## src/sv/rbb_pkg.sv

```systemverilog
// ----------------------------------------------------------------------------
// rbb_pkg
// Types and constants of the 3x3 RGB box blur core.
// ----------------------------------------------------------------------------
`timescale 1ns / 1ps

package rbb_pkg;

  localparam int FW_W       = 11;  // frame_width register
  localparam int FH_W       = 16;  // frame_height register
  localparam int ROW_W      = 17;  // input row runs to height + 1 while draining
  localparam int CFG_IDX_W  = 1;
  localparam int CFG_DATA_W = 16;
  localparam int CSUM_W     = 10;  // three 8-bit values
  localparam int SUM_W      = 12;  // nine 8-bit values
  localparam int RECIP_W    = 13;

  localparam logic [FW_W-1:0] FW_RESET = 11'd640;
  localparam logic [FH_W-1:0] FH_RESET = 16'd480;

  // reciprocals: floor(x/3) = (x*2731)>>13, floor(x/9) = (x*7282)>>16 for x < 2300
  localparam logic [RECIP_W-1:0] RECIP_ONE = 13'd1;
  localparam logic [RECIP_W-1:0] RECIP3    = 13'd2731;
  localparam logic [RECIP_W-1:0] RECIP9    = 13'd7282;
  localparam int                 RECIP3_SH = 13;
  localparam int                 RECIP9_SH = 16;

  typedef enum logic [CFG_IDX_W-1:0] {
    REG_FRAME_WIDTH  = 1'b0,
    REG_FRAME_HEIGHT = 1'b1
  } rbb_reg_idx_t;

  // [2] red, [1] green, [0] blue
  typedef logic [2:0][7:0]        rbb_px_t;
  typedef logic [2:0][CSUM_W-1:0] rbb_csum_t;

  typedef struct packed {
    rbb_px_t upper;
    rbb_px_t mid;
    rbb_px_t lower;
  } rbb_col_t;

  // neighbors inside the frame for one output pixel
  typedef struct packed {
    logic above;
    logic below;
    logic left;
    logic right;
  } rbb_mask_t;

endpackage

```

## src/sv/rbb_window_cell.sv

```systemverilog
// ----------------------------------------------------------------------------
// rbb_window_cell
// One column of the 3x3 window: holds three pixels, passes them left on shift
// and sums them per channel over the rows inside the frame.
// ----------------------------------------------------------------------------
`timescale 1ns / 1ps

module rbb_window_cell (
  input  logic              clk,
  input  logic              rst,
  input  logic              shift,
  input  rbb_pkg::rbb_col_t  col_in,
  input  rbb_pkg::rbb_mask_t mask,
  output rbb_pkg::rbb_col_t  col_out,
  output rbb_pkg::rbb_csum_t csum
);

  import rbb_pkg::*;

  rbb_col_t col;

  always_ff @(posedge clk) begin
    if (rst) begin
      col <= '0;
    end else if (shift) begin
      col <= col_in;
    end
  end

  assign col_out = col;

  always_comb begin
    for (int c = 0; c < 3; c++) begin
      csum[c] = CSUM_W'(col.mid[c])
              + (mask.above ? CSUM_W'(col.upper[c]) : CSUM_W'(0))
              + (mask.below ? CSUM_W'(col.lower[c]) : CSUM_W'(0));
    end
  end

endmodule

```

## config.mk

```make
export PLATFORM = sky130hd
export DESIGN_NAME = rbb_window_cell
export DESIGN_NICKNAME = d
export VERILOG_FILES = /design/src/sv/rbb_pkg.sv /design/src/sv/rbb_window_cell.sv
export SDC_FILE = /design/constraint.sdc
export NUM_CORES = 1
export LEC_CHECK = 0
export BUFFER_PORTS_ARGS = -buffer_cell sky130_fd_sc_hd__buf_4
export CAP_MARGIN = 20
export CORE_MARGIN = 2
export CORE_UTILIZATION = 29
export CTS_CLUSTER_DIAMETER = 150
export DETAILED_ROUTE_END_ITERATION = 10
export PLACE_DENSITY_LB_ADDON = 0.08
export SLEW_MARGIN = 40
export SYNTH_ARGS = -nofsm -noshare
export SYNTH_HDL_FRONTEND = slang
export SYNTH_SLANG_ARGS = --single-unit
```

## constraint.sdc

```tcl
create_clock -name clk -period 3 [get_ports clk]
set_clock_uncertainty 0.05 [all_clocks]
set_input_delay 0.15 -clock clk [delete_from_list [all_inputs] [get_ports clk]]
set_output_delay 0.15 -clock clk [all_outputs]
set_load 0.02 [all_outputs]
```

; ---- After elaboration in Yosys (flattened, before gate mapping)
; Index checks and enable logic that the tools add are counted.
[totals]
mem_bits_rw = 0
n_memories = 0
mem_bits_ro = 0
output_inout_bits = 102
latch_bits = 0
reg_bits = 72
[op_classes]
order_cmp = 0
eq_ne = 0
mux = 6
n_div = 0
bitwise = 0
n_addsub = 6
n_shift = 0
multipliers = 0
n_reduce_logical = 0
[ops]
columns = op, count
row1 = 8-bit two-way mux, 6
row2 = 9-bit by 8-bit adder with 10-bit output, 3
row3 = 8-bit by 8-bit adder with 9-bit output, 3

; ---- Depth between registers and ports, before layout
; Gate-level depths: netlist of run 1.
[depth]
depth_word = 3
ltp_mapped = 11

; ---- Worst setup path after synthesis of run 1
; OpenSTA, ideal clock, no wires.
[synth_timing]
kind = register -> output
from = register col, in the netlist col_out[17]
to = output port csum[29] (netlist bit)
path_slack_ps = 125
path_stages_with_launch = 10
path_buffers = 0
arrival_time_ps = 2675
required_ps = 2800
cell_sequence = dfxtp_1 > and2_1 > fa_1 > ha_1 > inv_1 > fa_1 > nor2b_4 > o31a_1 > and2b_1 > a211oi_1
[synth_lines]
columns = item, line
row1 = start: declaration, rbb_window_cell.sv:20  ; rbb_col_t col;
row2 = start signal: assignment, rbb_window_cell.sv:26  ; col <= col_in;
row3 = end: declaration, rbb_window_cell.sv:15  ; output rbb_pkg::rbb_csum_t csum

==> results.sh, run 1 <==
export IMPL_grt_pass1_wl_mm=20.1
export IMPL_clk_latency_ns=0.33
export IMPL_dpl_cell_area_um2=5810
export IMPL_hold_class="in2reg"
export IMPL_clk_root_buffer_cell="clkbuf_16"
export IMPL_drv_cap=0
export IMPL_synth_cell_types=31
export IMPL_drive_gt1_frac=0.322
export IMPL_drt_first_pass_iters=4
export IMPL_largest_register_ffs=72
export IMPL_endpoint_kind="output port"
export IMPL_die_w_um=126
export IMPL_wirelength_mm=12.5
export IMPL_wl_per_cell_um=14.2
export IMPL_fin_nets=818
export IMPL_viasPerCell=4.51
export IMPL_rows=44
export IMPL_ys_warn_count=0
export IMPL_grt_pass1_vias=4028
export IMPL_io_buffer_count=178
export IMPL_syn_to_final_growth_pct=57.2
export IMPL_ir_worst_vdd_uv=309
export IMPL_place_gp_congestion=0.754
export IMPL_grt_max_degree=73
export IMPL_total_power_uw=2890
export IMPL_wl_met1_mm=5.54
export IMPL_clock_path_buffers=2
export IMPL_slew_headroom=0.491
export IMPL_hold_violations=0
export IMPL_cp_data_required_time_ns=2.80
export IMPL_highest_layer="met4"
export IMPL_async_flop_share=0
export IMPL_p_per_area_nw_per_um2=428
export IMPL_drt_initial_drc_count=121
export IMPL_dp_hpwl_mm=9.09
export IMPL_die_h_um=126
export IMPL_cts_tree="built"
export IMPL_critPathKind="reg2out"
export IMPL_fin_crit_sh=0.981
export IMPL_grt_use_total=0.159
export IMPL_syn_cell_area_um2=4290
export IMPL_cts_sinks=72
export IMPL_fillers=1418
export IMPL_dp_cells=803
export IMPL_p_leak_uw=0.00337
export IMPL_worstPathArrival_ns=2.74
export IMPL_rsz0062_at_grt="yes"
export IMPL_fmax_mhz=340
export IMPL_cts_reportedPaths_clkPinSlew_ns=0.06
export IMPL_synthesis_nets=585
export IMPL_worst_hold_slack_ns=0.0157
export IMPL_vias=3965
export IMPL_run_status="complete, no violations"
export IMPL_antenna_found_initial=0
export IMPL_synth_edf_count=0
export IMPL_wl_met3_um=786
export IMPL_synthCells=458
export IMPL_final_cells=880
export IMPL_core_area_um2=14500
export IMPL_avgSynthCellArea_um2=9.38
export IMPL_seq_area_frac_synth=0.336
export IMPL_ant_nets=0
export IMPL_drv_slew=0
export IMPL_period_needed_ns=2.94
export IMPL_tightest_slew_ns=0.764
export IMPL_fin_area_um2=6750
export IMPL_ys_ff_latch=72
export IMPL_h_tree_depth=3
export IMPL_ios=181
export IMPL_die_area_um2=15800
export IMPL_grt_overflow_total=0
export IMPL_start_kind="flip-flop"
export IMPL_wl_met2_mm=6.02
export IMPL_setup_violations=0
export IMPL_drc=0
export IMPL_diodes=0
export IMPL_synth_top_flop_cell="dfxtp_1"
export IMPL_cts_made_buffers=9
export IMPL_crit_fanout=4
export IMPL_start_util=0.297
-- per-layer routing --
layer  up-vias  GRT usage
met5         -          0
met4         0     0.0431
met3         9     0.0501
met2       106      0.270
met1      1864      0.196
li1       1986          -
-- cell usage after synthesis, types with 3 or more instances --
cell,instances,share of area
a211oi_1,3,0.0052
a21oi_1,20,0.023
and2_1,34,0.050
buf_2,8,0.0093
clkbuf_1,12,0.010
dfxtp_1,72,0.34
fa_1,27,0.13
ha_1,21,0.061
inv_1,30,0.026
mux2i_1,74,0.17
nand2_1,26,0.023
nand3_1,3,0.0035
nor2_1,78,0.068
nor2b_1,3,0.0044
nor3_1,6,0.0070
o211ai_1,4,0.0070
o21ai_0,7,0.0082
xnor2_1,9,0.018
xor2_1,3,0.0061
-- critical path, stage by stage (launching register included) --
cell and delay, ns:
dfxtp_2 0.33, and2_4 0.14, fa_1 0.51, ha_2 0.19
inv_2 0.04, fa_2 0.36, nor2b_4 0.12, o31a_1 0.20
and2b_1 0.22, a211oi_2 0.14, buf_4 0.17
-- report_power, final --
| part | leakage, uW | total, uW | switching, uW | internal, uW |
|---|---|---|---|---|
| registers | 0.000597 | 1070 | 50.1 | 1020 |
| logic | 0.00263 | 845 | 432 | 413 |
| clock network | 0.000136 | 981 | 404 | 577 |
| total | 0.00337 | 2890 | 887 | 2010 |
-- cell usage in the layout (no fill, tap or decap), types with 3 or more instances in the layout --
master,count
fa_1,24
o21ai_0,7
nor3_1,6
fa_2,3
xor2_1,3
buf_4,184
nor2_1,78
dfxtp_2,7
clkbuf_16,9
o211ai_1,4
nor2b_1,3
nand2_1,25
a21oi_2,3
clkinv_2,4
inv_1,28
ha_1,17
dfxtp_1,65
dlygate4sd3_1,56
and2_1,33
xnor2_1,9
a21oi_1,17
mux2i_1,74
-- path summary, 6_finish.rpt --
kind          startpoint     endpoint  slack [ns]  cells after the start
max reg2reg  col_out[57]  col_out[57]        2.17                      3
min reg2reg  col_out[40]  col_out[40]        0.46                      2
min           col_in[26]  col_out[26]        0.02                      3
max          col_out[65]     csum[29]        0.06                     10
-- timing repair --
item / 4_1_cts / 5_1_grt
endpoints found under the setup margin: 5 / 6
gates resized for setup: 10 / 15
buffers inserted: 2 / 3
hold buffers: 56 / 0
hold endpoints to repair: 56 / 0
pin swaps: 7 / 11
-- metrics by stage --
stage	utilization	setup TNS [ns]	setup WS, ns
after global routing	0.466	-0.104	-0.0810
final	0.466	0	0.0572
after detailed placement	0.401	0	0.153
after floorplan	-	0	0.125
after CTS	0.461	0	0.00212
after global placement	0.401	0	0.155
-- area by class of cell --
class,count,area [um2],area share
Clock inverter,4,20.0,0.00297
Sequential cell,72,1450,0.215
Tap cell,184,230,0.0341
Inverter,30,113,0.0167
Timing Repair Buffer,242,1970,0.292
Clock buffer,12,246,0.0365
Multi-Input combinational cell,336,2720,0.403
-- logic make-up (layout without fill, tap and decap cells) --
kind of cell | Yosys count | after routing | share of synthesized area
adders and majority gates | 48 | 48 | 0.187
and+or+nand+nor | 158 | 158 | 0.171
muxes | 74 | 74 | 0.172
buffers and inverters | 50 | 288 | 0.0460
xor gates and xnor gates | 12 | 12 | 0.0245
DFF | 72 | 72 | 0.336
AOI/OAI and AO/OA | 44 | 44 | 0.0632
(Power assumes the default switching activity.)
==> run 2, diff against run 1 <==
==> constraint.sdc (replaced) <==
create_clock -name clk -period 2.6 [get_ports clk]
set_clock_uncertainty 0.05 [all_clocks]
set_input_delay 0.13 -clock clk [delete_from_list [all_inputs] [get_ports clk]]
set_output_delay 0.13 -clock clk [all_outputs]
set_load 0.02 [all_outputs]
==> results.sh, run 2 (synthesis gave the netlist of run 1 again) <==
export IMPL_grt_pass1_vias=4291
export IMPL_final_cells=922
export IMPL_failed_checks="setup timing"
export IMPL_holdPathEnd="col_out[58]"
export IMPL_grt_use_total=0.174
export IMPL_worst_hold_slack_ns=0.0124
export IMPL_setup_violations=7
export IMPL_cts_tree="built"
export IMPL_final_common_cell="buf_4"
export IMPL_wl_met3_um=526
export IMPL_cts_sinks=72
export IMPL_cp_slowest_cell="fa_1"
export IMPL_p_sw_frac=0.309
export IMPL_netSwitchingPower_uw=1090
export IMPL_start_kind="flip-flop"
export IMPL_endpoint_kind="output port"
export IMPL_diodes=0
export IMPL_layout_common_cells="buf_4, nor2_1, mux2i_1"
export IMPL_drive_gt1_frac=0.447
export IMPL_slew_headroom=0.479
export IMPL_worstPathArrival_ns=2.77
export IMPL_wirelength_mm=13.6
export IMPL_ir_worst_vdd_uv=249
export IMPL_fin_crit_sh=1.13
export IMPL_largest_register_ffs=72
export IMPL_slowest_delay_ns=0.51
export IMPL_rsz0062_at_grt="yes"
export IMPL_wl_per_cell_um=14.7
export IMPL_total_power_uw=3530
export IMPL_clk_root_buffer_cell="clkbuf_16"
export IMPL_tightest_slew_ns=0.781
export IMPL_power_frac_comb=0.327
export IMPL_cts_made_buffers=9
export IMPL_syn_to_final_growth_pct=75.8
export IMPL_hold_depth=3
export IMPL_cts_reportedPaths_clkPinSlew_ns=0.06
export IMPL_critPathKind="reg2out"
export IMPL_clock_path_buffers=2
export IMPL_place_gp_congestion=0.736
export IMPL_ios=181
export IMPL_critical_path_cell_chain="and2_4, fa_1, ha_2, inv_2, fa_2, nor2b_4, o31a_1, and2b_1, a211oi_4, buf_6"
export IMPL_fin_nets=860
export IMPL_crit_fanout=4
export IMPL_drv_slew=0
export IMPL_io_buffer_count=178
export IMPL_p_per_area_nw_per_um2=467
export IMPL_wl_met1_mm=6.03
export IMPL_internal_power_uw=2440
export IMPL_viasPerCell=4.48
export IMPL_start_util=0.297
export IMPL_drt_initial_drc_count=106
export IMPL_grt_pass1_wl_mm=22.0
export IMPL_vias=4131
export IMPL_fin_tns_setup_ns=-1.44
export IMPL_pwr_share_seq=0.350
export IMPL_cp_data_required_time_ns=2.42
export IMPL_r2r_setup_slack_ns=1.75
export IMPL_worstHoldStart="col_in[58]"
export IMPL_die_h_um=126
export IMPL_power_share_clock=0.322
export IMPL_ant_nets=0
export IMPL_die_area_um2=15800
export IMPL_p_leak_uw=0.00363
export IMPL_wl_met2_mm=6.77
export IMPL_clk_latency_ns=0.33
export IMPL_fin_ws_ns=-0.345
export IMPL_r2r_end="col_out[9]"
export IMPL_dp_hpwl_mm=9.80
export IMPL_grt_max_degree=73
export IMPL_drv_cap=0
export IMPL_hold_class="in2reg"
export IMPL_highest_layer="met4"
export IMPL_drc=0
export IMPL_drt_first_pass_iters=4
export IMPL_r2r_start="col_out[9]"
export IMPL_period_needed_ns=2.95
export IMPL_die_w_um=126
export IMPL_r2r_cells=3
export IMPL_rows=44
export IMPL_fin_util=0.521
export IMPL_run_status="complete, but fails checks"
export IMPL_hold_violations=0
export IMPL_core_area_um2=14500
export IMPL_grt_overflow_total=0
export IMPL_dp_cells=831
export IMPL_h_tree_depth=3
export IMPL_fmax_mhz=340
export IMPL_antenna_found_initial=0
run 2: power by group through the flow:
stage / registers (uW) / clock network, uW / logic (uW)
final: 1240 / 1140 / 1160
after global routing: 1250 / 1220 / 1250
after CTS: 1230 / 1180 / 1100
after detailed placement: 1260 / 0 / 945
after global placement: 1250 / 0 / 939
after floorplan: 1320 / 0 / 447
run 2: layer usage:
| layer | vias up | track usage |
|---|---|---|
| met5 | - | 0 |
| met3 | 14 | 0.0272 |
| met2 | 99 | 0.291 |
| met1 | 1946 | 0.227 |
| met4 | 0 | 0.0641 |
| li1 | 2072 | - |
run 2: critical path, delay by kind of cell, from the launching register on:
| kind | cells | cell delay (ns) |
|---|---|---|
| adder cells (fa/ha/maj) | 3 | 1.07 |
| AND/OR/NAND/NOR | 3 | 0.48 |
| AO/OA/AOI/OAI | 2 | 0.38 |
| flip-flops | 1 | 0.32 |
| buffers and inverters | 2 | 0.19 |
run 2: final cells by class:
| type | instances | area [um2] |
|---|---|---|
| Inverter | 30 | 113 |
| Multi-Input combinational cell | 336 | 3110 |
| Timing Repair Buffer | 284 | 2360 |
| Clock inverter | 4 | 20.0 |
| Clock buffer | 12 | 246 |
| Fill cell | 1361 | 6930 |
| Sequential cell | 72 | 1470 |
| Tap cell | 184 | 230 |
run 2: what timing repair did:
| item | 4_1_cts | 5_1_grt |
|---|---|---|
| setup endpoints to repair | 16 | 17 |
| hold buffers | 69 | 0 |
| setup buffers | 5 | 6 |
| endpoints found under the hold margin | 69 | 0 |
| pin swaps | 34 | 29 |
| gates resized for setup | 64 | 57 |
run 2: worst max-delay path by stage:
stage,from,to,slack (ns),depth (start not counted)
final,col_out[17],csum[29],-0.35,10
after detailed placement,mask[3],csum[17],-0.14,11
after floorplan,col_out[49],csum[7],0.006,9
after global routing,col_out[17],csum[29],-0.46,10
after global placement,mask[2],csum[29],-0.13,11
after CTS,col_out[17],csum[29],-0.35,10
run 2: per-stage QoR:
stage               setup slack, ns  cell area [um2]
floorplan                   0.00607             4330
global placement             -0.132             6060
detailed placement           -0.138             6060
CTS                          -0.345             7310
global route                 -0.456             7550
finish                       -0.345             7550
